**config.mk**
```make
export PLATFORM = sky130hd
export DESIGN_NAME = button_press_classifier_unit
export DESIGN_NICKNAME = d
export VERILOG_FILES = /design/src/design/bpc_pkg.sv /design/src/design/button_press_classifier_unit.sv /design/src/design/bpc_cfg_regs.sv /design/src/design/bpc_debounce.sv /design/src/design/bpc_fsm.sv
export SDC_FILE = /design/constraint.sdc
export NUM_CORES = 1
export LEC_CHECK = 0
export BUFFER_PORTS_ARGS = -buffer_cell sky130_fd_sc_hd__buf_2
export CAP_MARGIN = 20
export CORE_MARGIN = 2
export CORE_UTILIZATION = 60
export DETAILED_ROUTE_END_ITERATION = 7
export PLACE_DENSITY = 0.85
export SYNTH_ARGS = -nofsm -noshare
export SYNTH_HDL_FRONTEND = slang
export SYNTH_SLANG_ARGS = --single-unit
```
**constraint.sdc**
```tcl
create_clock -name clk -period 6.1 [get_ports clk]
set_input_delay 0.61 -clock clk [delete_from_list [all_inputs] [get_ports clk]]
set_output_delay 0.61 -clock clk [all_outputs]
set_load 0.02 [all_outputs]
```
**src/design/bpc_pkg.sv**
```systemverilog
`timescale 1ns / 1ps
// ----------------------------------------------------------------------------
// bpc_pkg - shared types and constants for the button press classifier
// Timer width, event codes, configuration and debounce status structs, and
// the saturating increment used by every elapsed-time counter.
// ----------------------------------------------------------------------------
package bpc_pkg;

  // Width of the elapsed-time counters (8 to 32)
  localparam int TIMER_WIDTH = 16;
  // Compare width: wide enough for both the counters and the 16-bit thresholds
  localparam int CMP_W = (TIMER_WIDTH > 16) ? TIMER_WIDTH : 16;

  // Register widths and address map
  localparam int DEB_W  = 8;
  localparam int THR_W  = 16;
  localparam int ADDR_W = 4;

  typedef logic [TIMER_WIDTH-1:0] timer_t;

  typedef enum logic [1:0] {
    REG_DEBOUNCE = 2'd0,
    REG_LONG     = 2'd1,
    REG_WINDOW   = 2'd2
  } reg_idx_t;

  typedef enum logic [1:0] {
    EV_NONE   = 2'd0,
    EV_SINGLE = 2'd1,
    EV_DOUBLE = 2'd2,
    EV_LONG   = 2'd3
  } press_ev_t;

  // Configuration seen by the datapath
  typedef struct packed {
    logic [DEB_W-1:0] debounce_ticks;
    logic [THR_W-1:0] long_press_ticks;
    logic [THR_W-1:0] double_window_ticks;
  } bpc_cfg_t;

  // Debouncer status for the current item
  typedef struct packed {
    logic chg;    // accepted level change this tick
    logic level;  // debounced level after this tick
  } bpc_deb_t;

  // Increment that sticks at all ones
  function automatic timer_t sat_inc(input timer_t v);
    return (&v) ? v : v + TIMER_WIDTH'(1);
  endfunction

endpackage

```
**src/design/button_press_classifier_unit.sv**
```systemverilog
`timescale 1ns / 1ps
// ----------------------------------------------------------------------------
// button_press_classifier_unit - debounced single/double/long press detector
// Top level: input register, debouncer and classifier, result register, APB.
// ----------------------------------------------------------------------------
// Usage:
//   in_*  : one transaction per millisecond tick; in_tdata[0] is the raw
//           active-low pin level (0 pressed, 1 released).
//   out_* : one transaction per input tick; out_tdata[1:0] is the event
//           (none, single, double, long), out_tdata[2] the debounced level.
//   cfg_* : APB registers at 0x0 debounce, 0x4 long press, 0x8 double
//           window; write only while no transaction is in flight.
// Each accepted transaction is held in the input register, then in the
// result register, where out_tvalid shows it. Throughput is one transaction
// per cycle while out_tready stays high: the input register feeds
// combinational logic into the result register, and both stages advance
// together.
// When the receiver stalls, the result register holds, then the input
// register fills and in_tready drops; nothing is lost or repeated.
// Reset (synchronous, rst_n low) empties both stages, restores register
// defaults (50, 1000, 300) and puts the button released and idle.
// ----------------------------------------------------------------------------
module button_press_classifier_unit
  import bpc_pkg::*;
(
  input  logic              clk,
  input  logic              rst_n,
  // input stream
  input  logic              in_tvalid,
  output logic              in_tready,
  input  logic [7:0]        in_tdata,   // [0] raw_level, [7:1] zero
  // result stream
  output logic              out_tvalid,
  input  logic              out_tready,
  output logic [7:0]        out_tdata,  // [1:0] press_event, [2] stable_level,
                                        // [7:3] zero
  // configuration
  input  logic              cfg_psel,
  input  logic              cfg_penable,
  input  logic              cfg_pwrite,
  input  logic [ADDR_W-1:0] cfg_paddr,
  input  logic [31:0]       cfg_pwdata,
  output logic [31:0]       cfg_prdata,
  output logic              cfg_pready
);

  bpc_cfg_t  cfg;
  bpc_deb_t  deb;
  press_ev_t ev;

  logic      s0_v_r;
  logic      s0_raw_r;
  logic      out_v_r;
  press_ev_t out_ev_r;
  logic      out_lvl_r;
  logic      s1_rdy;
  logic      adv;

  // stage handshakes
  assign s1_rdy    = !out_v_r || out_tready;
  assign adv       = s0_v_r && s1_rdy;
  assign in_tready = !s0_v_r || s1_rdy;

  bpc_cfg_regs u_cfg (
    .clk         (clk),
    .rst_n       (rst_n),
    .cfg_psel    (cfg_psel),
    .cfg_penable (cfg_penable),
    .cfg_pwrite  (cfg_pwrite),
    .cfg_paddr   (cfg_paddr),
    .cfg_pwdata  (cfg_pwdata),
    .cfg_prdata  (cfg_prdata),
    .cfg_pready  (cfg_pready),
    .cfg_o       (cfg)
  );

  bpc_debounce u_deb (
    .clk            (clk),
    .rst_n          (rst_n),
    .adv            (adv),
    .raw            (s0_raw_r),
    .debounce_ticks (cfg.debounce_ticks),
    .deb_o          (deb)
  );

  bpc_fsm u_fsm (
    .clk   (clk),
    .rst_n (rst_n),
    .adv   (adv),
    .deb_i (deb),
    .cfg_i (cfg),
    .ev_o  (ev)
  );

  // input register
  always_ff @(posedge clk) begin
    if (!rst_n) begin
      s0_v_r <= 1'b0;
    end else if (in_tready) begin
      s0_v_r <= in_tvalid;
    end
  end

  always_ff @(posedge clk) begin
    if (in_tready && in_tvalid) begin
      s0_raw_r <= in_tdata[0];
    end
  end

  // result register
  always_ff @(posedge clk) begin
    if (!rst_n) begin
      out_v_r <= 1'b0;
    end else if (s1_rdy) begin
      out_v_r <= s0_v_r;
    end
  end

  always_ff @(posedge clk) begin
    if (adv) begin
      out_ev_r  <= ev;
      out_lvl_r <= deb.level;
    end
  end

  assign out_tvalid = out_v_r;
  assign out_tdata  = {5'd0, out_lvl_r, out_ev_r};

  // back-pressure only when both stages hold a stalled transaction
  a_ready_drop: assert property (@(posedge clk) disable iff (!rst_n)
    !in_tready |-> s0_v_r && out_v_r && !out_tready)
    else $error("input stalled without a full pipeline");

endmodule

```
**src/design/bpc_cfg_regs.sv**
```systemverilog
`timescale 1ns / 1ps
// ----------------------------------------------------------------------------
// bpc_cfg_regs - APB configuration registers
// Debounce time, long press time and double press window. Writes to an
// unmapped address are dropped; reads of it return zero.
// ----------------------------------------------------------------------------
module bpc_cfg_regs
  import bpc_pkg::*;
(
  input  logic              clk,
  input  logic              rst_n,
  input  logic              cfg_psel,
  input  logic              cfg_penable,
  input  logic              cfg_pwrite,
  input  logic [ADDR_W-1:0] cfg_paddr,
  input  logic [31:0]       cfg_pwdata,
  output logic [31:0]       cfg_prdata,
  output logic              cfg_pready,
  output bpc_cfg_t          cfg_o
);

  bpc_cfg_t cfg_r;
  logic     wr_en;
  reg_idx_t idx;

  assign cfg_pready = 1'b1;
  assign wr_en      = cfg_psel && cfg_penable && cfg_pwrite && cfg_pready;
  assign idx        = reg_idx_t'(cfg_paddr[3:2]);
  assign cfg_o      = cfg_r;

  // register write
  always_ff @(posedge clk) begin
    if (!rst_n) begin
      cfg_r.debounce_ticks      <= DEB_W'(50);
      cfg_r.long_press_ticks    <= THR_W'(1000);
      cfg_r.double_window_ticks <= THR_W'(300);
    end else if (wr_en) begin
      case (idx)
        REG_DEBOUNCE: cfg_r.debounce_ticks      <= cfg_pwdata[DEB_W-1:0];
        REG_LONG:     cfg_r.long_press_ticks    <= cfg_pwdata[THR_W-1:0];
        REG_WINDOW:   cfg_r.double_window_ticks <= cfg_pwdata[THR_W-1:0];
        default: ;
      endcase
    end
  end

  // read-back
  always_comb begin
    case (idx)
      REG_DEBOUNCE: cfg_prdata = 32'(cfg_r.debounce_ticks);
      REG_LONG:     cfg_prdata = 32'(cfg_r.long_press_ticks);
      REG_WINDOW:   cfg_prdata = 32'(cfg_r.double_window_ticks);
      default:      cfg_prdata = 32'd0;
    endcase
  end

endmodule

```
**src/design/bpc_debounce.sv**
```systemverilog
`timescale 1ns / 1ps
// ----------------------------------------------------------------------------
// bpc_debounce - raw level debouncer
// Counts ticks since the raw level last changed; a new level is taken once
// the count strictly exceeds the debounce time.
// ----------------------------------------------------------------------------
module bpc_debounce
  import bpc_pkg::*;
(
  input  logic             clk,
  input  logic             rst_n,
  input  logic             adv,        // item leaves the input register
  input  logic             raw,
  input  logic [DEB_W-1:0] debounce_ticks,
  output bpc_deb_t         deb_o
);

  logic   prev_r;
  logic   level_r;
  timer_t cnt_r;
  timer_t cnt_nxt;
  logic   chg;

  // next count and change detect
  always_comb begin
    cnt_nxt = (raw != prev_r) ? '0 : sat_inc(cnt_r);
    chg     = (CMP_W'(cnt_nxt) > CMP_W'(debounce_ticks)) && (raw != level_r);
  end

  assign deb_o.chg   = chg;
  assign deb_o.level = chg ? raw : level_r;

  always_ff @(posedge clk) begin
    if (!rst_n) begin
      prev_r  <= 1'b1;
      level_r <= 1'b1;
      cnt_r   <= '0;
    end else if (adv) begin
      prev_r  <= raw;
      level_r <= deb_o.level;
      cnt_r   <= cnt_nxt;
    end
  end

  // a level can only be taken once the raw input has repeated
  a_chg_needs_hold: assert property (@(posedge clk) disable iff (!rst_n)
    adv && chg |-> raw == prev_r)
    else $error("debounce change on a raw transition tick");

endmodule

```
**src/design/bpc_fsm.sv**
```systemverilog
`timescale 1ns / 1ps
// ----------------------------------------------------------------------------
// bpc_fsm - press classifier state machine
// Idle, pressed, waiting for a second press and second press held; turns
// debounced edges and saturating elapsed timers into press events.
// ----------------------------------------------------------------------------
module bpc_fsm
  import bpc_pkg::*;
(
  input  logic      clk,
  input  logic      rst_n,
  input  logic      adv,
  input  bpc_deb_t  deb_i,
  input  bpc_cfg_t  cfg_i,
  output press_ev_t ev_o
);

  typedef enum logic [1:0] {
    ST_IDLE    = 2'd0,
    ST_PRESSED = 2'd1,
    ST_WAIT    = 2'd2,
    ST_SECOND  = 2'd3
  } state_t;

  state_t    state_r, state_nxt;
  timer_t    press_r, press_nxt;
  timer_t    rel_r, rel_nxt;
  logic      long_r, long_nxt;
  press_ev_t ev;
  logic      press_edge, rel_edge;

  assign press_edge = deb_i.chg && !deb_i.level;
  assign rel_edge   = deb_i.chg &&  deb_i.level;

  // next state and event
  always_comb begin
    state_nxt = state_r;
    press_nxt = press_r;
    rel_nxt   = rel_r;
    long_nxt  = long_r;
    ev        = EV_NONE;
    case (state_r)
      ST_IDLE: begin
        if (press_edge) begin
          press_nxt = '0;
          long_nxt  = 1'b0;
          state_nxt = ST_PRESSED;
        end
      end
      ST_PRESSED: begin
        press_nxt = sat_inc(press_r);
        if (!long_r && (CMP_W'(press_nxt) >= CMP_W'(cfg_i.long_press_ticks))) begin
          long_nxt = 1'b1;
          ev       = EV_LONG;
        end
        if (rel_edge) begin
          if (long_nxt) begin
            state_nxt = ST_IDLE;
          end else begin
            rel_nxt   = '0;
            state_nxt = ST_WAIT;
          end
        end
      end
      ST_WAIT: begin
        rel_nxt = sat_inc(rel_r);
        if (press_edge) begin
          press_nxt = '0;
          state_nxt = ST_SECOND;
        end else if (CMP_W'(rel_nxt) >= CMP_W'(cfg_i.double_window_ticks)) begin
          ev        = EV_SINGLE;
          state_nxt = ST_IDLE;
        end
      end
      ST_SECOND: begin
        press_nxt = sat_inc(press_r);
        if (rel_edge) begin
          ev        = EV_DOUBLE;
          state_nxt = ST_IDLE;
        end
      end
      default: state_nxt = ST_IDLE;
    endcase
  end

  assign ev_o = ev;

  always_ff @(posedge clk) begin
    if (!rst_n) begin
      state_r <= ST_IDLE;
      press_r <= '0;
      rel_r   <= '0;
      long_r  <= 1'b0;
    end else if (adv) begin
      state_r <= state_nxt;
      press_r <= press_nxt;
      rel_r   <= rel_nxt;
      long_r  <= long_nxt;
    end
  end

  // long press only fires from the first press
  a_long_src: assert property (@(posedge clk) disable iff (!rst_n)
    adv && ev == EV_LONG |-> state_r == ST_PRESSED)
    else $error("long press outside pressed state");

  // double press only on release of the second press
  a_double_src: assert property (@(posedge clk) disable iff (!rst_n)
    adv && ev == EV_DOUBLE |-> state_r == ST_SECOND && rel_edge)
    else $error("double press without second release");

  // a long press is reported at most once per hold
  a_long_once: assert property (@(posedge clk) disable iff (!rst_n)
    adv && long_r |-> ev != EV_LONG)
    else $error("long press reported twice");

endmodule
```
# After elaboration in Yosys (flattened, before gate mapping)
# Cells that the tools add are included.
# W data, S select, Z words.
classes:
  n_lt_le_gt_ge: 3
  n_mux: 27
  eq_ne: 13
  n_reduce_logical: 30
  add_sub_neg: 3
op_table:
  columns: ["operator", "count"]
  rows:
  - ["$mux W16", 7]
  - ["$pmux W16 S2", 2]
  - ["$add A16 B1 Y16 const B", 3]
  - ["$pmux W16 S3", 1]
  - ["$reduce_and A16 Y1", 3]
  - ["$ge A16 B16 Y1", 2]
  - ["$mux W2", 9]
  - ["$gt A16 B8 Y1", 1]
  - ["$logic_and A1 B1 Y1", 8]
  - ["$ne A2 B1 Y1 const B", 4]
  - ["$pmux W2 S4", 1]
  - ["$reduce_and A2 Y1", 4]
  - ["$eq A2 B2 Y1 const B", 3]
  - ["$pmux W2 S3", 1]
  - ["$mux W1", 5]
  - ["$reduce_and A5 Y1", 1]
  - ["$eq A2 B1 Y1 const B", 2]
  - ["$logic_not A1 Y1", 4]
  - ["$logic_not A2 Y1", 2]
  - ["$reduce_and A4 Y1", 1]
  - ["$reduce_bool A2 Y1", 2]
  - ["$reduce_or A2 Y1", 2]
  - ["$ne A3 B1 Y1 const B", 1]
  - ["$reduce_and A3 Y1", 1]
  - ["4 further kinds", 6]
word_totals:
  register_bits: 99
  in_bits: 51
  output_inout_bits: 43

# Logic depth before layout (Yosys ltp)
logic_depth:
  depth_word: 10
  mapped_depth: 19

# Modules after synthesis
# Synthesis repeated with hierarchy kept, for this count alone.
unflattened:
  cells_unflattened: 852
  hier_area_um2: 6826.5
modules_own_cells:
  columns: ["mod", "cells_each", "instances", "area_each_um2", "seq_area_each_um2"]
  rows:
  - ["bpc_fsm", 418, 1, 3121.7, 700.7]
  - ["bpc_cfg_regs", 224, 1, 1965.6, 800.8]
  - ["bpc_debounce", 190, 1, 1466.4, 360.3]
  - ["button_press_classifier_unit", 20, 1, 272.8, 160.2]

# Worst setup path after synthesis
# Ideal clock, no wire load.
synth_timing:
  path_kind: "register to register"
  startpoint: "register u_fsm.press_r[3]"
  endpoint: "register u_fsm.rel_r[10]"
  stages_incl_launch_ff: 15
  slack_ps: 2057
  arrival_time_ps: 3971
  setup_ps: 72
  period_less_slack_ps: 4043
  cell_sequence: "dfxtp_1 clkbuf_1 and4_1 nand4_1 nor3_1 and3_1 mux2_2 ha_1 a2111oi_0 o2111ai_1 a311oi_1 nor2_1 o41a_2 nor2_8 mux2i_1"
synth_between:
  elab_chain_cells: 8
  word_cells_on_any_way: 9
  classes_between: "add/sub (1); order compare (1); eq/ne (1); mux (3); reduce/logical (3)"
synth_lines:
  columns: ["element", "line_no", "text"]
  rows:
  - ["from (decl)", "bpc_fsm.sv:26", "timer_t press_r, press_nxt;"]
  - ["from (signal assigned)", "bpc_fsm.sv:96", "press_r <= press_nxt;"]
  - ["$add A16 B1 Y16 or $reduce_and A16 Y1 (tied branches)", "bpc_pkg.sv:49", "return (&v) ? v : v + TIMER_WIDTH'(1);"]
  - ["$mux W16 *", null, null]
  - ["$ge A16 B16 Y1 *", "bpc_fsm.sv:52", "if (!long_r && (CMP_W'(press_nxt) >= CMP_W'(cfg_i.long_press_ticks))) begin"]
  - ["$logic_and A1 B1 Y1 *", "bpc_fsm.sv:52", null]
  - ["$mux W1 *", "bpc_fsm.sv:52", null]
  - ["$mux W1 *", "bpc_fsm.sv:42", "case (state_r)"]
  - ["$ne A2 B2 Y1 (no source line) *", null, null]
  - ["$reduce_and A4 Y1 (no source line) *", null, null]
  - ["to (signal assigned)", "bpc_fsm.sv:97", "rel_r <= rel_nxt;"]
  - ["to (decl)", "bpc_fsm.sv:27", "timer_t rel_r, rel_nxt;"]
# Mark *: on every way between the ends. The rest lies on a longest branch, timed or not. The select of a mux whose other input is x is not followed.
# A chain may end at the register's enable or synchronous reset.

# Worst setup path in the final report
# Ends and elaborated chain as after synthesis.

==> results.toml <==
[clock_network]
htreeDepth = 3
cts_hold_buf = 0
clock_path_buffers = 2
cts_sinks = 99
ctsResizeCount = 0
post_cts_buffers = 0
clk_latency_ns = 0.38
cts_buffers = 9
clk_pin_slew_ns = 0.10
clock-root-buffer = "clkbuf_8"
cts_tree = "done"

[detailed_routing]
wl_um = 15700
first_pass_iters = 5
viasPerCell = 5.89
drt_iter0_markers = 429
detail-route-antenna-nets = 0
num_vias = 6105
wl_per_cell_um = 15.2
drc = 0

[global_routing]
use_met1_pct = 36.2
grt_pass1_wl_um = 26200
globalRoute.totalOverflow = 0
use_met2_pct = 45.3
grt_busiest_layer = "met2"
grt_max_degree = 60
antenna_found_initial = 0
gr-usage-met3_pct = 4.74
grt_pass1_vias = 5558
grtUsageTotal_pct = 27.4

[outcome]
status = "finished, final reports clean"

[floorplan]
start_util_pct = 61.9
die_x_um = 110
die_h_um = 110
dieArea_sq_um = 12100
row_count = 38
core_sq_um = 10900
ios = 94

[timing]
finalHoldViolations = 0
whs_ns = 0.412
finalCritPeriodShare_pct = 80.6
rsz0062_at_grt = "false"
fin_crit_ns = 4.91
fin_setup_tns_ns = 0
setup-violations-final = 0
relSlewSlack_pct = 25.9
worst_pin_slew_ns = 1.11
fmax_mhz = 203
clock_skew_ns = 0.0173
slew_violations = 0

[synth]
async_flop_share_pct = 0
synth.ff_latch_count = 99
seq_area_frac_synth_pct = 30.0
synth_top_area_share_pct = 28.2
synth_fa_ha_area_share_pct = 8.92
synth_top_flop_cell = "dfxtp_1"
synth_common_cells = "nand2_1, dfxtp_1, a21oi_1"
yosys.area_share.simple_pct = 24.9
synth-edff-count = 4
yosys_warnings = 0
synth_mux_area_share_pct = 3.47
synth_cell_type_count = 77
synth_compound_area_share_pct = 20.2
synth_area_sq_um = 6740
synthTopCellsByArea = "dfxtp_1, ha_1, nand2_1, a21oi_1, nor2_1"
synth_top_cell_by_area = "dfxtp_1"
synthCells = 876
synthXorXnorAreaFrac_pct = 4.03
avgSynthCellArea_sq_um = 7.69
synth_top_family_by_area = "simple AND/OR/NAND/NOR gates"
synth.most_common_cell = "nand2_1"

[flow_run]
drv_cap = 0

[worst_setup_path]
critPathLaunchType = "register"
crit_fanout = 10
crit_required_ns = 6.42
path_class = "register to register"
worstPathArrival_ns = 5.23
reg2reg_depth = 13
critPathCaptureType = "register"

[place]
place_congestion = 0.886
hpwl_um = 11100
dp_cells = 1021
io_buffer_count = 46

[layout]
drive_gt1_share_pct = 10.6
seqCellArea_sq_um = 2020
fin_cells = 1036
fill_cells = 947
area_growth_pct = 5.59
antenna_cells = 0
multi_input_area_sq_um = 4240
finalNetCount = 991

[hold_path]
hold_depth = 1
hp-class = "input pin to register"

[power]
pwr_density_cell_nw_per_um2 = 168
p_leak_nw = 2.84
vdd.ir_drop.worst_mv = 0.144
-- cells by family (layout without fill, tap and decap cells) --
kind of cell | after synthesis | in the layout
compound gates | 205 | 205
xor+xnor | 31 | 31
fa+ha+maj | 48 | 48
buf+inv | 122 | 122
flops | 99 | 99
mux | 23 | 23
other cells | 2 | 22
simple gates | 346 | 346
-- path summary, 6_finish.rpt --
check,slack [ns],startpoint,endpoint
hold reg to reg,0.47,u_fsm.rel_r[10],u_fsm.rel_r[10]
hold / removal,0.41,in_tdata[0],s0_raw_r
setup / recovery,1.19,u_fsm.press_r[3],u_fsm.rel_r[10]
setup reg to reg,1.19,u_fsm.press_r[3],u_fsm.rel_r[10]
-- registers in the layout, summed over array words and instances (netlist names) --
| name | flops |
|---|---|
| out_tvalid | 1 |
| out_ev_r | 2 |
| u_deb.level_r | 1 |
| u_cfg.cfg_o | 40 |
| s0_raw_r | 1 |
| u_fsm.press_r | 16 |
| u_deb.prev_r | 1 |
| u_deb.cnt_r | 16 |
| u_fsm.long_r | 1 |
| out_lvl_r | 1 |
| u_fsm.rel_r | 16 |
| u_fsm.state_r | 2 |
| s0_v_r | 1 |
-- area by class of cell --
type	count	share of cell area, %
Multi-Input combinational cell	675	59.6
Sequential cell	99	28.4
Timing Repair Buffer	54	4.08
Inverter	53	2.80
Tap cell	140	2.46
Clock buffer	9	1.74
Clock inverter	6	0.915
-- cell usage in the layout (no fill, tap or decap), types with 3 or more instances in the layout --
cell / netlist / layout
ha_1: 48 / 48
or2_2: 3 / 3
buf_4: 23 / 8
mux2_2: 3 / 3
edfxtp_1: 4 / 4
nand2_1: 154 / 154
a22o_1: 8 / 8
and2_1: 4 / 4
a21oi_1: 76 / 76
a21o_1: 7 / 7
o21ai_1: 5 / 5
o211ai_1: 19 / 19
nor3_1: 17 / 17
and4_1: 4 / 4
a211o_1: 3 / 3
or3_1: 3 / 3
a31oi_1: 5 / 5
a41o_1: 5 / 5
nor4_1: 8 / 8
buf_2: 8 / 46
conb_1: 2 / 22
o21ai_0: 30 / 30
xor2_1: 9 / 9
o41ai_1: 3 / 3
o21a_1: 8 / 8
nand4_1: 26 / 26
o31ai_1: 3 / 3
dfxtp_1: 95 / 95
a311oi_1: 3 / 3
xnor2_1: 22 / 22
nor2b_1: 8 / 8
nor2_1: 55 / 55
nand3_1: 31 / 31
and3_1: 9 / 9
clkbuf_8: 0 / 9
o311ai_0: 3 / 3
or4_1: 3 / 3
mux2i_1: 20 / 20
nand2b_1: 6 / 6
inv_1: 53 / 52
-- layer usage --
| layer | routed length, um | up-vias |
|---|---|---|
| met3 | 769 | 28 |
| met4 | 341 | 0 |
| met5 | 0 | - |
| met1 | 7220 | 2806 |
| met2 | 7400 | 176 |
| li1 | - | 3095 |
-- where the power goes --
part | internal [mW] | leakage, nW | total (mW) | switching [mW]
combinational | 0.0301 | 1.94 | 0.107 | 0.0765
sequential | 0.658 | 0.802 | 0.664 | 0.00670
clock | 0.188 | 0.0920 | 0.427 | 0.239
-- worst max-delay path, cell delays in order (launching register included) --
cell	delay [ns]
dfxtp_1	0.47
and4_1	0.31
nand4_1	0.20
nor3_1	0.48
and3_1	0.23
mux2_2	0.35
ha_1	0.20
a2111oi_0	0.66
o2111ai_1	0.32
a311oi_1	0.40
nor2_1	0.17
o41a_2	0.59
nor2_8	0.27
mux2i_1	0.21
-- through the flow --
stage          instance area [sq um]  setup WS [ns]  total power [mW]  utilization (%)
6_report                        7110           1.19              1.20             65.3
5_1_grt                         7110          0.842              1.24             65.3
4_1_cts                         7110           1.26              1.20             65.3
3_5_place_dp                    6920           1.28             0.785             63.6
3_3_place_gp                    6920           1.49             0.783             63.6
2_1_floorplan                   6810           2.06             0.762                -
Power figures use the tool's default switching activity.
